<file path="src/rtl/bsn_pkg.sv">
package bsn_pkg;

  localparam logic [5:0] MAX_SYNC_BITS = 6'd48;
  localparam logic [3:0] STUFF_RUN     = 4'd5;
  localparam logic [3:0] ONES_MAX      = 4'd15;
  localparam logic [15:0] COUNT_MAX    = 16'hFFFF;
  localparam logic [3:0] BITS_PER_BYTE = 4'd8;

  localparam int unsigned PADDR_W = 3;
  localparam logic REG_SYNC_BITS  = 1'b0;
  localparam logic REG_DATA_LIMIT = 1'b1;

  typedef enum logic [1:0] {
    KIND_INIT  = 2'd0,
    KIND_SYNC  = 2'd1,
    KIND_DATA  = 2'd2,
    KIND_STUFF = 2'd3
  } kind_e;

  typedef enum logic [1:0] {
    PH_INIT,
    PH_SYNC,
    PH_BIT
  } phase_e;

  typedef struct packed {
    logic [7:0] data_byte;
    logic       first_byte;
    logic       last_byte;
  } in_req_t;

  typedef struct packed {
    logic       line_level;
    logic [1:0] bit_kind;
    logic       last_of_item;
  } out_req_t;

  // classified byte as held in the queue between front and back
  typedef struct packed {
    logic [7:0] data_byte;
    logic       first;
    logic       flag;
  } item_t;

  typedef struct packed {
    logic [5:0]  sync_bits;
    logic [15:0] data_bit_limit;
  } cfg_t;

endpackage

</file>
<file path="src/rtl/bit_stuff_nrzi_frame_encoder_top.sv">
// Bit-stuffing NRZI frame encoder.
// Input channel (in_valid_i / in_stall_o / in_req_i): one frame byte per
// request, with first_byte and last_byte marking the opening and closing
// flags. Output channel (out_valid_o / out_stall_i / out_req_o): one line
// bit per request, level plus kind, last_of_item set on the final bit of
// each byte. A byte that the data-bit limit cuts off entirely gives none.
// Registers on the APB port: sync_bits at 0x0, data_bit_limit at 0x4.
// A two-entry queue takes bytes while the bit sequencer is busy; the
// sequencer emits one line bit per cycle while the receiver does not stall;
// an opening flag first sends an init bit and max(1, sync_bits) sync bits (sync_bits clamped to 48).
// A byte cut off at its very first data bit emits no line bit at all.
// A request taken while idle goes through the queue, the sequencer and the output register.
// When the receiver stalls, the output register holds its bit and the
// sequencer waits; the queue fills and then in_stall_o rises.
// Reset empties the queue, sets the line level to 1, clears the run,
// bit count and limit state, and loads sync_bits = 16, limit = 0.
module bit_stuff_nrzi_frame_encoder_top import bsn_pkg::*; (
  input  logic               clk_i,
  input  logic               rst_ni,
  input  logic               in_valid_i,
  output logic               in_stall_o,
  input  in_req_t            in_req_i,
  output logic               out_valid_o,
  input  logic               out_stall_i,
  output out_req_t           out_req_o,
  input  logic               psel,
  input  logic               penable,
  input  logic               pwrite,
  input  logic [PADDR_W-1:0] paddr,
  input  logic [31:0]        pwdata,
  output logic [31:0]        prdata,
  output logic               pready
);

  cfg_t  cfg;
  logic  item_valid, item_pop;
  item_t item;

  bsn_cfg u_cfg (
    .clk_i   (clk_i),
    .rst_ni  (rst_ni),
    .psel    (psel),
    .penable (penable),
    .pwrite  (pwrite),
    .paddr   (paddr),
    .pwdata  (pwdata),
    .prdata  (prdata),
    .pready  (pready),
    .cfg_o   (cfg)
  );

  bsn_front u_front (
    .clk_i        (clk_i),
    .rst_ni       (rst_ni),
    .in_valid_i   (in_valid_i),
    .in_stall_o   (in_stall_o),
    .in_req_i     (in_req_i),
    .item_valid_o (item_valid),
    .item_o       (item),
    .item_pop_i   (item_pop)
  );

  bsn_back u_back (
    .clk_i        (clk_i),
    .rst_ni       (rst_ni),
    .cfg_i        (cfg),
    .item_valid_i (item_valid),
    .item_i       (item),
    .item_pop_o   (item_pop),
    .out_valid_o  (out_valid_o),
    .out_req_o    (out_req_o),
    .out_stall_i  (out_stall_i)
  );

endmodule

</file>
<file path="src/rtl/bsn_cfg.sv">
module bsn_cfg import bsn_pkg::*; (
  input  logic               clk_i,
  input  logic               rst_ni,
  input  logic               psel,
  input  logic               penable,
  input  logic               pwrite,
  input  logic [PADDR_W-1:0] paddr,
  input  logic [31:0]        pwdata,
  output logic [31:0]        prdata,
  output logic               pready,
  output cfg_t               cfg_o
);

  logic [5:0]  sync_bits_q, sync_bits_d;
  logic [15:0] limit_q, limit_d;
  logic        wr_en;
  logic        reg_sel;

  assign wr_en   = psel && penable && pwrite;
  assign reg_sel = paddr[2];
  assign pready  = 1'b1;

  always_comb begin
    sync_bits_d = sync_bits_q;
    limit_d     = limit_q;
    if (wr_en) begin
      case (reg_sel)
        REG_SYNC_BITS:  sync_bits_d = pwdata[5:0];
        REG_DATA_LIMIT: limit_d     = pwdata[15:0];
        default: ;
      endcase
    end
  end

  always_comb begin
    case (reg_sel)
      REG_SYNC_BITS:  prdata = {26'd0, sync_bits_q};
      REG_DATA_LIMIT: prdata = {16'd0, limit_q};
      default:        prdata = 32'd0;
    endcase
  end

  always_ff @(posedge clk_i or negedge rst_ni) begin
    if (!rst_ni) begin
      sync_bits_q <= 6'd16;
      limit_q     <= 16'd0;
    end else begin
      sync_bits_q <= sync_bits_d;
      limit_q     <= limit_d;
    end
  end

  assign cfg_o.sync_bits      = sync_bits_q;
  assign cfg_o.data_bit_limit = limit_q;

endmodule

</file>
<file path="src/rtl/bsn_front.sv">
module bsn_front import bsn_pkg::*; (
  input  logic    clk_i,
  input  logic    rst_ni,
  input  logic    in_valid_i,
  output logic    in_stall_o,
  input  in_req_t in_req_i,
  output logic    item_valid_o,
  output item_t   item_o,
  input  logic    item_pop_i
);

  item_t       mem_q [2];
  logic        wr_ptr_q, rd_ptr_q;
  logic [1:0]  cnt_q, cnt_d;
  logic        push, pop;
  item_t       cls;

  assign cls.data_byte = in_req_i.data_byte;
  assign cls.first     = in_req_i.first_byte;
  assign cls.flag      = in_req_i.first_byte | in_req_i.last_byte;

  assign in_stall_o   = cnt_q[1];
  assign push         = in_valid_i && !cnt_q[1];
  assign item_valid_o = (cnt_q != 2'd0);
  assign pop          = item_pop_i && item_valid_o;
  assign item_o       = mem_q[rd_ptr_q];

  always_comb begin
    cnt_d = cnt_q;
    case ({push, pop})
      2'b10:   cnt_d = cnt_q + 2'd1;
      2'b01:   cnt_d = cnt_q - 2'd1;
      default: ;
    endcase
  end

  always_ff @(posedge clk_i) begin
    if (push) mem_q[wr_ptr_q] <= cls;
  end

  always_ff @(posedge clk_i or negedge rst_ni) begin
    if (!rst_ni) begin
      wr_ptr_q <= 1'b0;
      rd_ptr_q <= 1'b0;
      cnt_q    <= 2'd0;
    end else begin
      if (push) wr_ptr_q <= ~wr_ptr_q;
      if (pop)  rd_ptr_q <= ~rd_ptr_q;
      cnt_q <= cnt_d;
    end
  end

endmodule

</file>
<file path="src/rtl/bsn_back.sv">
module bsn_back import bsn_pkg::*; (
  input  logic     clk_i,
  input  logic     rst_ni,
  input  cfg_t     cfg_i,
  input  logic     item_valid_i,
  input  item_t    item_i,
  output logic     item_pop_o,
  output logic     out_valid_o,
  output out_req_t out_req_o,
  input  logic     out_stall_i
);

  logic        active_q, active_d;
  phase_e      phase_q, phase_d;
  logic [3:0]  idx_q, idx_d;
  logic [5:0]  sync_left_q, sync_left_d;
  logic [7:0]  byte_q, byte_d;
  logic        flag_q, flag_d;
  logic        level_q, level_d;
  logic [3:0]  ones_q, ones_d;
  logic [15:0] count_q, count_d;
  logic        lim_q, lim_d;
  logic        out_valid_q, out_valid_d;
  out_req_t    out_q, out_d;

  logic        go, emit, nxt, nxt_is_slot, finishing;
  kind_e       kind;
  logic [5:0]  nsync;
  logic [15:0] cnt_inc;
  logic        cur_ok, inc_ok;
  logic        need_stuff, need_n, data_bit;
  logic [3:0]  ones_n;

  function automatic logic slot_ok(input logic [15:0] cnt, input logic lim,
                                   input logic [15:0] limit);
    slot_ok = !lim && !((limit != 16'd0) && (cnt >= limit));
  endfunction

  always_comb begin
    if (cfg_i.sync_bits == 6'd0)             nsync = 6'd1;
    else if (cfg_i.sync_bits > MAX_SYNC_BITS) nsync = MAX_SYNC_BITS;
    else                                      nsync = cfg_i.sync_bits;
  end

  assign go         = active_q && (!out_valid_q || !out_stall_i);
  assign cnt_inc    = (count_q == COUNT_MAX) ? count_q : count_q + 16'd1;
  assign cur_ok     = slot_ok(count_q, lim_q, cfg_i.data_bit_limit);
  assign inc_ok     = slot_ok(cnt_inc, lim_q, cfg_i.data_bit_limit);
  assign need_stuff = (ones_q >= STUFF_RUN) && !flag_q;
  assign data_bit   = byte_q[idx_q[2:0]];
  assign ones_n     = data_bit ? ((ones_q < ONES_MAX) ? ones_q + 4'd1 : ones_q) : 4'd0;
  assign need_n     = (ones_n >= STUFF_RUN) && !flag_q;

  always_comb begin
    active_d    = active_q;
    phase_d     = phase_q;
    idx_d       = idx_q;
    sync_left_d = sync_left_q;
    byte_d      = byte_q;
    flag_d      = flag_q;
    level_d     = level_q;
    ones_d      = ones_q;
    count_d     = count_q;
    lim_d       = lim_q;
    out_valid_d = out_valid_q;
    out_d       = out_q;
    emit        = 1'b0;
    nxt         = 1'b0;
    nxt_is_slot = 1'b0;
    kind        = KIND_DATA;

    if (go) begin
      case (phase_q)
        PH_INIT: begin
          emit        = 1'b1;
          kind        = KIND_INIT;
          phase_d     = PH_SYNC;
          sync_left_d = nsync;
          nxt         = 1'b1;
        end
        PH_SYNC: begin
          emit        = 1'b1;
          kind        = KIND_SYNC;
          level_d     = ~level_q;
          sync_left_d = sync_left_q - 6'd1;
          if (sync_left_q == 6'd1) begin
            phase_d     = PH_BIT;
            idx_d       = 4'd0;
            nxt_is_slot = 1'b1;
            nxt         = cur_ok;
          end else begin
            nxt = 1'b1;
          end
        end
        PH_BIT: begin
          if (need_stuff) begin
            if (cur_ok) begin
              emit    = 1'b1;
              kind    = KIND_STUFF;
              level_d = ~level_q;
              ones_d  = 4'd0;
              count_d = cnt_inc;
              // after a stuffed bit the data bit at this position follows
              nxt_is_slot = (idx_q < BITS_PER_BYTE);
              nxt         = nxt_is_slot && inc_ok;
            end else begin
              lim_d = 1'b1;
            end
          end else if (idx_q < BITS_PER_BYTE) begin
            if (cur_ok) begin
              emit    = 1'b1;
              kind    = KIND_DATA;
              level_d = data_bit ? level_q : ~level_q;
              ones_d  = ones_n;
              count_d = cnt_inc;
              idx_d   = idx_q + 4'd1;
              if (idx_q != BITS_PER_BYTE - 4'd1) begin
                nxt_is_slot = 1'b1;
                nxt         = inc_ok;
              end else begin
                // trailing stuff only for non-flag bytes
                nxt_is_slot = need_n;
                nxt         = need_n && inc_ok;
              end
            end else begin
              lim_d = 1'b1;
            end
          end
        end
        default: ;
      endcase

      if (emit && nxt_is_slot && !nxt) lim_d = 1'b1;
      if (emit) begin
        out_valid_d           = 1'b1;
        out_d.line_level      = level_d;
        out_d.bit_kind        = kind;
        out_d.last_of_item    = !nxt;
      end else if (!out_stall_i) begin
        out_valid_d = 1'b0;
      end
    end else if (out_valid_q && !out_stall_i) begin
      out_valid_d = 1'b0;
    end

    finishing  = go && (!emit || !nxt);
    item_pop_o = item_valid_i && (!active_q || finishing);

    if (item_pop_o) begin
      active_d = 1'b1;
      byte_d   = item_i.data_byte;
      flag_d   = item_i.flag;
      idx_d    = 4'd0;
      if (item_i.first) begin
        phase_d = PH_INIT;
        level_d = 1'b1;
        ones_d  = 4'd0;
        count_d = 16'd0;
        lim_d   = 1'b0;
      end else begin
        phase_d = PH_BIT;
      end
    end else if (finishing) begin
      active_d = 1'b0;
    end
  end

  always_ff @(posedge clk_i or negedge rst_ni) begin
    if (!rst_ni) begin
      active_q    <= 1'b0;
      phase_q     <= PH_BIT;
      idx_q       <= 4'd0;
      sync_left_q <= 6'd0;
      level_q     <= 1'b1;
      ones_q      <= 4'd0;
      count_q     <= 16'd0;
      lim_q       <= 1'b0;
      out_valid_q <= 1'b0;
    end else begin
      active_q    <= active_d;
      phase_q     <= phase_d;
      idx_q       <= idx_d;
      sync_left_q <= sync_left_d;
      level_q     <= level_d;
      ones_q      <= ones_d;
      count_q     <= count_d;
      lim_q       <= lim_d;
      out_valid_q <= out_valid_d;
    end
  end

  always_ff @(posedge clk_i) begin
    byte_q <= byte_d;
    flag_q <= flag_d;
    out_q  <= out_d;
  end

  assign out_valid_o = out_valid_q;
  assign out_req_o   = out_q;

endmodule

</file>
<file path="config.mk">
export PLATFORM = sky130hd
export DESIGN_NAME = bit_stuff_nrzi_frame_encoder_top
export DESIGN_NICKNAME = d
export VERILOG_FILES = /design/src/rtl/bsn_pkg.sv /design/src/rtl/bit_stuff_nrzi_frame_encoder_top.sv /design/src/rtl/bsn_cfg.sv /design/src/rtl/bsn_front.sv /design/src/rtl/bsn_back.sv
export SDC_FILE = /design/constraint.sdc
export NUM_CORES = 1
export LEC_CHECK = 0
export ABC_CLOCK_PERIOD_IN_PS = 4900
export BUFFER_PORTS_ARGS = -buffer_cell sky130_fd_sc_hd__buf_2
export CORE_ASPECT_RATIO = 0.5
export CORE_UTILIZATION = 58
export DETAILED_ROUTE_END_ITERATION = 12
export MAX_ROUTING_LAYER = met4
export PLACE_DENSITY = 0.88
export SYNTH_ARGS = -nofsm -noshare
export SYNTH_HDL_FRONTEND = slang
export SYNTH_HIERARCHICAL = 1
export SYNTH_SLANG_ARGS = --single-unit
</file>
<file path="constraint.sdc">
create_clock -name clk_i -period 4.9 [get_ports clk_i]
set_clock_uncertainty 0.15 [all_clocks]
set_input_delay 0.98 -clock clk_i [delete_from_list [all_inputs] [get_ports clk_i]]
set_output_delay 0.98 -clock clk_i [all_outputs]
set_load 0.005 [all_outputs]
</file>
==> results of run 1 <==
==> flip-flops by register name (all words and copies together), names as in the netlist, 2 cells and up <==
name                flops
u_back/byte_q           8
u_back/count_q         16
u_back/idx_q            4
u_back/ones_q           4
u_back/out_req_o        4
u_back/phase_q          2
u_back/sync_left_q      6
u_cfg/limit_q          16
u_cfg/sync_bits_q       6
u_front/cnt_q           2
u_front/mem_q          20
==> per-layer routing <==
metal  vias up  routed length [um]  track usage [%]
met5         -                   0                -
met2       175                6110             44.8
met3        12                 739             5.84
met4         0                 135             9.69
li1       2088                   -                -
met1      2151                5490             30.0
==> stage by stage <==
stage	total power [uW]	instance area, um^2
global placement	2610	6220
floorplan	2330	5980
global route	3620	6520
finish	3410	6520
detailed placement	2700	6220
CTS	3410	6520
==> critical path: stages, from the launching register on <==
cell	delay [ns]
dfrtp_1	0.50
and3_1	0.31
nand4_1	0.30
or3_1	0.50
nor2_1	0.11
mux2_2	0.36
ha_1	0.30
nand4_1	0.13
nor2_1	0.16
nand4_1	0.11
a31o_2	0.28
a22o_4	0.25
a21boi_2	0.16
and2_4	0.17
ha_1	0.25
nor2_1	0.15
xor2_1	0.15
==> final cells by class <==
type / instances / share of cell area (%)
Clock inverter: 7 / 1.06
Inverter: 36 / 2.07
Sequential cell: 95 / 39.1
Timing Repair Buffer: 59 / 4.69
Tap cell: 135 / 2.59
Multi-Input combinational cell: 413 / 47.1
Clock buffer: 9 / 3.46
==> cell families after synthesis <==
kind of cell | after synthesis | synth area share [%]
other cells | 2 | 0.127
simple gates | 181 | 16.3
compound gates | 98 | 11.3
buf+inv | 67 | 6.21
xor+xnor | 26 | 3.84
mux | 47 | 9.93
fa+ha+maj | 44 | 9.29
flops | 95 | 43.0
==> power by group through the flow <==
stage | Combinational, uW | Sequential, uW | Clock [uW]
4_1_cts | 1380 | 1310 | 717
3_3_place_gp | 1300 | 1310 | 0
2_1_floorplan | 1080 | 1250 | 0
6_report | 1400 | 1310 | 702
5_1_grt | 1540 | 1340 | 743
3_5_place_dp | 1370 | 1320 | 0
==> cell usage in the layout (no fill, tap or decap), types with 12 or more instances in the layout <==
cell | netlist | final
o21ai_0 | 17 | 17
a21oi_1 | 33 | 33
mux2_2 | 31 | 31
conb_1 | 2 | 17
and2_1 | 13 | 13
nand2_1 | 35 | 35
inv_1 | 35 | 35
edfxtp_1 | 33 | 33
nand4_1 | 12 | 12
dfrtp_1 | 59 | 59
nand3_1 | 15 | 15
nor2_1 | 49 | 49
ha_1 | 44 | 44
xnor2_1 | 17 | 17
buf_2 | 3 | 55
nand2b_1 | 13 | 13
nor3_1 | 12 | 12
==> final timing paths <==
check	startpoint	end	slack, ns	cells after the start
min in group asynchronous	rst_ni	u_front/wr_ptr_q$_DFFE_PN0N_	0.65	1
worst min-delay path	u_front/wr_ptr_q$_DFFE_PN0N_	u_front/wr_ptr_q$_DFFE_PN0N_	0.36	1
worst max-delay path	u_back/count_q[3]$_DFF_PN0_	u_front/cnt_q[1]$_DFFE_PN0P_	0.48	16
worst max register to register	u_back/count_q[3]$_DFF_PN0_	u_front/cnt_q[1]$_DFFE_PN0P_	0.48	16
max in group asynchronous	rst_ni	u_back/phase_q[1]$_DFFE_PN1P_	3.05	2
worst min register to register	u_front/wr_ptr_q$_DFFE_PN0N_	u_front/wr_ptr_q$_DFFE_PN0N_	0.36	1
==> summary.txt, run 1 <==
Clock tree
  – # resized after CTS: 0
  – H-Tree Depth: 3
  – Clk sinks: 95
  – Deepest clock path buffer count: 2
  – Clock latency on the worst-skew pair: about 0.35 ns
  – Post-CTS Setup Bufs: 0
  – Clock transition at the registers of the reported paths: 0.07 ns
  – Hold Buf Count CTS: 0
  – TritonCTS clock tree: built
  – CTS root buf: clkbuf_16
  – CTS buffer count: 9

Timing
  – F_max: between 200 and 250 MHz
  – RSZ-0062 raised after global routing: no
  – Setup ws final: between 0.4 and 0.5 ns
  – Final setup viols: 0
  – Hold Slack: roughly 0.36 ns
  – Slew Limit Fails: 0
  – Pin slew with the least headroom to its limit: 1.02 ns
  – Fin. Hold Viols: 0
  – Final period util: about 90%
  – Fin crit period: roughly 4.4 ns
  – Setup Total Neg Slack: 0 ns
  – Headroom to the max-slew limit: a little under a third

Global route
  – Vias in the first global route: 4363
  – Initial antenna violation count: 0
  – First-pass GRT wire length: 20.6 mm
  – Gr ovfl total: 0
  – Largest net degree at the start of global routing: 45
  – Total track usage: roughly 26%

Cells and area
  – Final Core Density: ~67%
  – Fin nets: 710
  – Layout overhead on the synthesized area: 9.99%
  – Proportion of layout cells with a drive suffix above 1: 23.6%
  – Finished Layout Cells: approximately 750
  – Register area: about 2500 um^2
  – Antenna fix cells: 0
  – Multi-input logic area: between 3000 and 4000 um^2
  – Number of fill cells: between 700 and 800

Power
  – Clock network power share: about a fifth
  – LEAKAGE: between 0.002 and 0.003 uW
  – Switching Share: a little under 40%
  – Internal: approximately 2100 uW
  – Combinational share of power: roughly 41%
  – Sequential power share: between 30% and 40%
  – PwrDens: roughly 520 nW/um^2
  – Net load switching power: between 1000 and 1500 uW
  – Peak VDD IR: ~380 uV

Yosys
  – Top FF cell, synth: dfrtp_1
  – Largest area contributor in the netlist: dfrtp_1
  – Synth top cells by count: 59 x dfrtp_1, 49 x nor2_1, 44 x ha_1
  – Cells after Synth: 560
  – Mean area per synthesized cell: between 10 and 15 um^2
  – Sequential area share after synthesis: a little over two fifths
  – EDFF count, synth: 33
  – Top-count cell post-synth: dfrtp_1
  – Mapped Area: ~6000 um^2
  – Synthesized flop and latch total: 95
  – Most area-consuming cells after synthesis: dfrtp_1 25%, edfxtp_1 17%, ha_1 9.3%
  – Share of the synthesized area in the top cell type: between 20% and 30%
  – Ys Warns: 6
  – Ys async rst share: 65.3%
  – Synth cell types: 67

Floorplanning
  – Number of I/O pins: ~90
  – Height of the die: 73.5 um
  – Die area: between 10000 and 15000 um^2
  – Core area: approximately 9700 um^2
  – Die W: around 140 um
  – Std cell rows: 25
  – Initial core utilization: between 60% and 70%

Routing
  – DRC violations left: 0
  – Routed Antenna Nets: 0
  – Iteration count of the initial detailed-routing pass: 5
  – Iteration-0 DRC Markers: 307
  – Vias/cell: between 5 and 6
  – Via count: around 4400
  – WL per Instance: 16.5 um
  – WL final: about 12 mm

Placed design
  – Setup WS pre-CTS: ~0.6 ns
  – Placed Cells: roughly 740
  – Port Buf Inserts: between 50 and 60
  – Hpwl dp: ~9 mm
  – GP Congestion: just under 0.9

Worst setup path
  – CP Capture Type: flop
  – Crit path max fanout: 8
  – Setup CP Type: reg -> reg
  – Critical path arrival: between 4 and 5 ns
  – Crit start category: flop
  – CP required: 5.03 ns

Job
  – Max cap viols: 0

Outcome
  – Status: finished clean

Worst hold path
  – Type of the worst min-delay path: reg -> reg
Power figures use the tool's default switching activity.
==> inputs of run 2 (changes only) <==
--- a/config.mk
+++ b/config.mk
@@ -14,2 +14,3 @@
 export PLACE_DENSITY = 0.88
+export SLEW_MARGIN = 10
 export SYNTH_ARGS = -nofsm -noshare
==> constraint.sdc (replaced) <==
create_clock -name clk_i -period 4.9 [get_ports clk_i]
set_clock_uncertainty 0.15 [all_clocks]
set_input_delay 0.49 -clock clk_i [delete_from_list [all_inputs] [get_ports clk_i]]
set_output_delay 0.49 -clock clk_i [all_outputs]
set_load 0.005 [all_outputs]
==> run 2 against run 1 <==
  * Non-clock buffer count did not move
  * Critical path type unchanged
  * Design area rose by 0.12%
  * Count of clock-buffer cells in the layout did not move
  * Highest routed layer unchanged
  * Maximum frequency rose by 0.95%
  * Critical path depth did not move
  * Critical endpoint unchanged
==> summary.txt, run 2 (same netlist as run 1, synthesis figures left out) <==
Floorplanning
  – Die W: 145 um
  – Height of the die: roughly 73 um
  – Core area: between 9000 and 10000 um^2
  – Std cell rows: 25
  – Initial core utilization: 61.3%
  – Number of I/O pins: 91
  – Die area: 10600 um^2

Clock tree
  – Clock transition at the registers of the reported paths: 0.07 ns
  – H-Tree Depth: 3
  – Clk sinks: 95
  – Clock latency on the worst-skew pair: 0.35 ns
  – TritonCTS clock tree: built
  – Post-CTS Setup Bufs: 0
  – # resized after CTS: 0
  – Deepest clock path buffer count: 2
  – CTS root buf: clkbuf_16
  – CTS buffer count: 9
  – Hold Buf Count CTS: 0

Timing
  – Final setup viols: 0
  – Final period util: 89.3%
  – F_max: approximately 230 MHz
  – Headroom to the max-slew limit: about two fifths
  – Slew Limit Fails: 0
  – Fin crit period: around 4.4 ns
  – Fin. Hold Viols: 0
  – Setup Total Neg Slack: 0 ns
  – Pin slew with the least headroom to its limit: slightly below 0.9 ns
  – RSZ-0062 raised after global routing: no

Routing
  – WL final: between 10 and 15 mm
  – Via count: ~4400
  – Iteration count of the initial detailed-routing pass: 5
  – Routed Antenna Nets: 0
  – DRC violations left: 0
  – WL per Instance: ~16 um
  – Vias/cell: 5.84
  – Iteration-0 DRC Markers: 383

Global route
  – Gr ovfl total: 0
  – Vias in the first global route: about 4300
  – Total track usage: about a quarter
  – First-pass GRT wire length: just over 20 mm
  – Initial antenna violation count: 0
  – Largest net degree at the start of global routing: 63

Power
  – LEAKAGE: around 0.003 uW
  – Peak VDD IR: about 340 uV
  – PwrDens: between 500 and 600 nW/um^2
  – Overall Power: around 3400 uW

Worst setup path
  – CP required: 5.03 ns
  – Reg-to-Reg Start: u_back/count_q[3]$_DFF_PN0_
  – Setup CP Type: reg -> reg
  – Cell family with most CP delay: simple AND/OR/NAND/NOR gates
  – Slowest CP cell: dfrtp_1
  – Crit start category: flop
  – CP bufs+invs: 0
  – CP max stage delay: approximately 0.5 ns
  – R2R Setup Slk: around 0.52 ns
  – CP Capture Type: flop
  – Crit path max fanout: 8
  – FF-to-FF path depth: 16
  – R2r endpoint: u_front/cnt_q[1]$_DFFE_PN0P_
  – Critical path arrival: 4.50 ns
  – CP cell instances: and3_1 > nand4_1 > or3_1 > nor2_1 > mux2_2 > ha_1 > nand4_1 > nor2_1 > nand4_1 > a31o_2 > a22o_4 > a21boi_2 > and2_4 > ha_1 > nor2_1 > xor2_1

Cells and area
  – Biggest regs: u_front/mem_q: 20 flops, u_back/count_q: 16 flops, u_cfg/limit_q: 16 flops
  – Antenna fix cells: 0
  – Largest register FFs: 20
  – Proportion of layout cells with a drive suffix above 1: about a quarter
  – Layout overhead on the synthesized area: 10.1%
  – Leading cell type in the layout, fill and taps excluded: dfrtp_1
  – Top reg by flops: u_front/mem_q
  – Fin nets: 710
  – Most frequent cells in the layout: 59 x dfrtp_1, 55 x buf_2, 49 x nor2_1

Placed design
  – GP Congestion: 0.901
  – Hpwl dp: between 8 and 9 mm
  – Port Buf Inserts: 55

Worst hold path
  – Type of the worst min-delay path: in -> async

Outcome
  – Status: finished clean

Job
  – Max cap viols: 0
-- run 2: cell type report --
cell class	instances	area [um^2]
Clock buffer	9	225
Clock inverter	7	76.3
Fill cell	711	3140
Inverter	36	135
Multi-Input combinational cell	413	3070
Sequential cell	95	2550
Tap cell	135	169
Timing Repair Buffer	59	305
-- run 2: per-stage QoR --
stage	setup WS [ns]	instances	area [um^2]	hold WS, ns	utilization [%]
after floorplan	0.521	575	5980	0.0444	-
after global placement	0.690	738	6220	0.335	64.4
after detailed placement	0.649	738	6220	0.342	64.4
after CTS	0.570	754	6520	0.160	67.5
after global routing	0.313	754	6520	0.157	67.5
final	0.524	754	6520	0.156	67.5
-- run 2: power breakdown --
part           total [uW]  internal, uW  leakage [uW]  switching (uW)
Sequential           1310          1110       0.00109             204
Combinational        1390           596       0.00172             792
Clock                 704           365      0.000150             339
Total                3400          2070       0.00296            1330
-- run 2: worst max-delay path by stage --
| stage | startpoint | endpoint | slack (ns) | cells past startpoint |
|---|---|---|---|---|
| 2_1_floorplan | u_back/count_q[3]$_DFF_PN0_ | u_front/cnt_q[1]$_DFFE_PN0P_ | 0.52 | 19 |
| 3_3_place_gp | u_back/count_q[3]$_DFF_PN0_ | u_front/cnt_q[1]$_DFFE_PN0P_ | 0.69 | 16 |
| 3_5_place_dp | u_back/count_q[3]$_DFF_PN0_ | u_front/cnt_q[1]$_DFFE_PN0P_ | 0.65 | 16 |
| 4_1_cts | u_back/count_q[3]$_DFF_PN0_ | u_front/cnt_q[1]$_DFFE_PN0P_ | 0.57 | 16 |
| 5_1_grt | u_back/count_q[3]$_DFF_PN0_ | u_front/cnt_q[1]$_DFFE_PN0P_ | 0.31 | 17 |
| 6_report | u_back/count_q[3]$_DFF_PN0_ | u_front/cnt_q[1]$_DFFE_PN0P_ | 0.52 | 16 |
-- run 2: routing by layer --
metal  track usage [%]  wire length (um)  part of all wire, %
met5                 -                 0                    0
met4              6.50               158                  1.3
met3              6.21               728                  5.9
met2              44.4              5910                   48
met1              30.6              5440                   44
-- run 2: worst reg2reg max path, delay by kind of cell, from the launching register on --
family	cells	cell delay (ns)
flip-flops	1	0.50
AND/OR/NAND/NOR	9	1.92
multiplexers	1	0.37
AO/OA/AOI/OAI	3	0.69
XOR/XNOR	1	0.14
adder cells (fa/ha/maj)	2	0.55
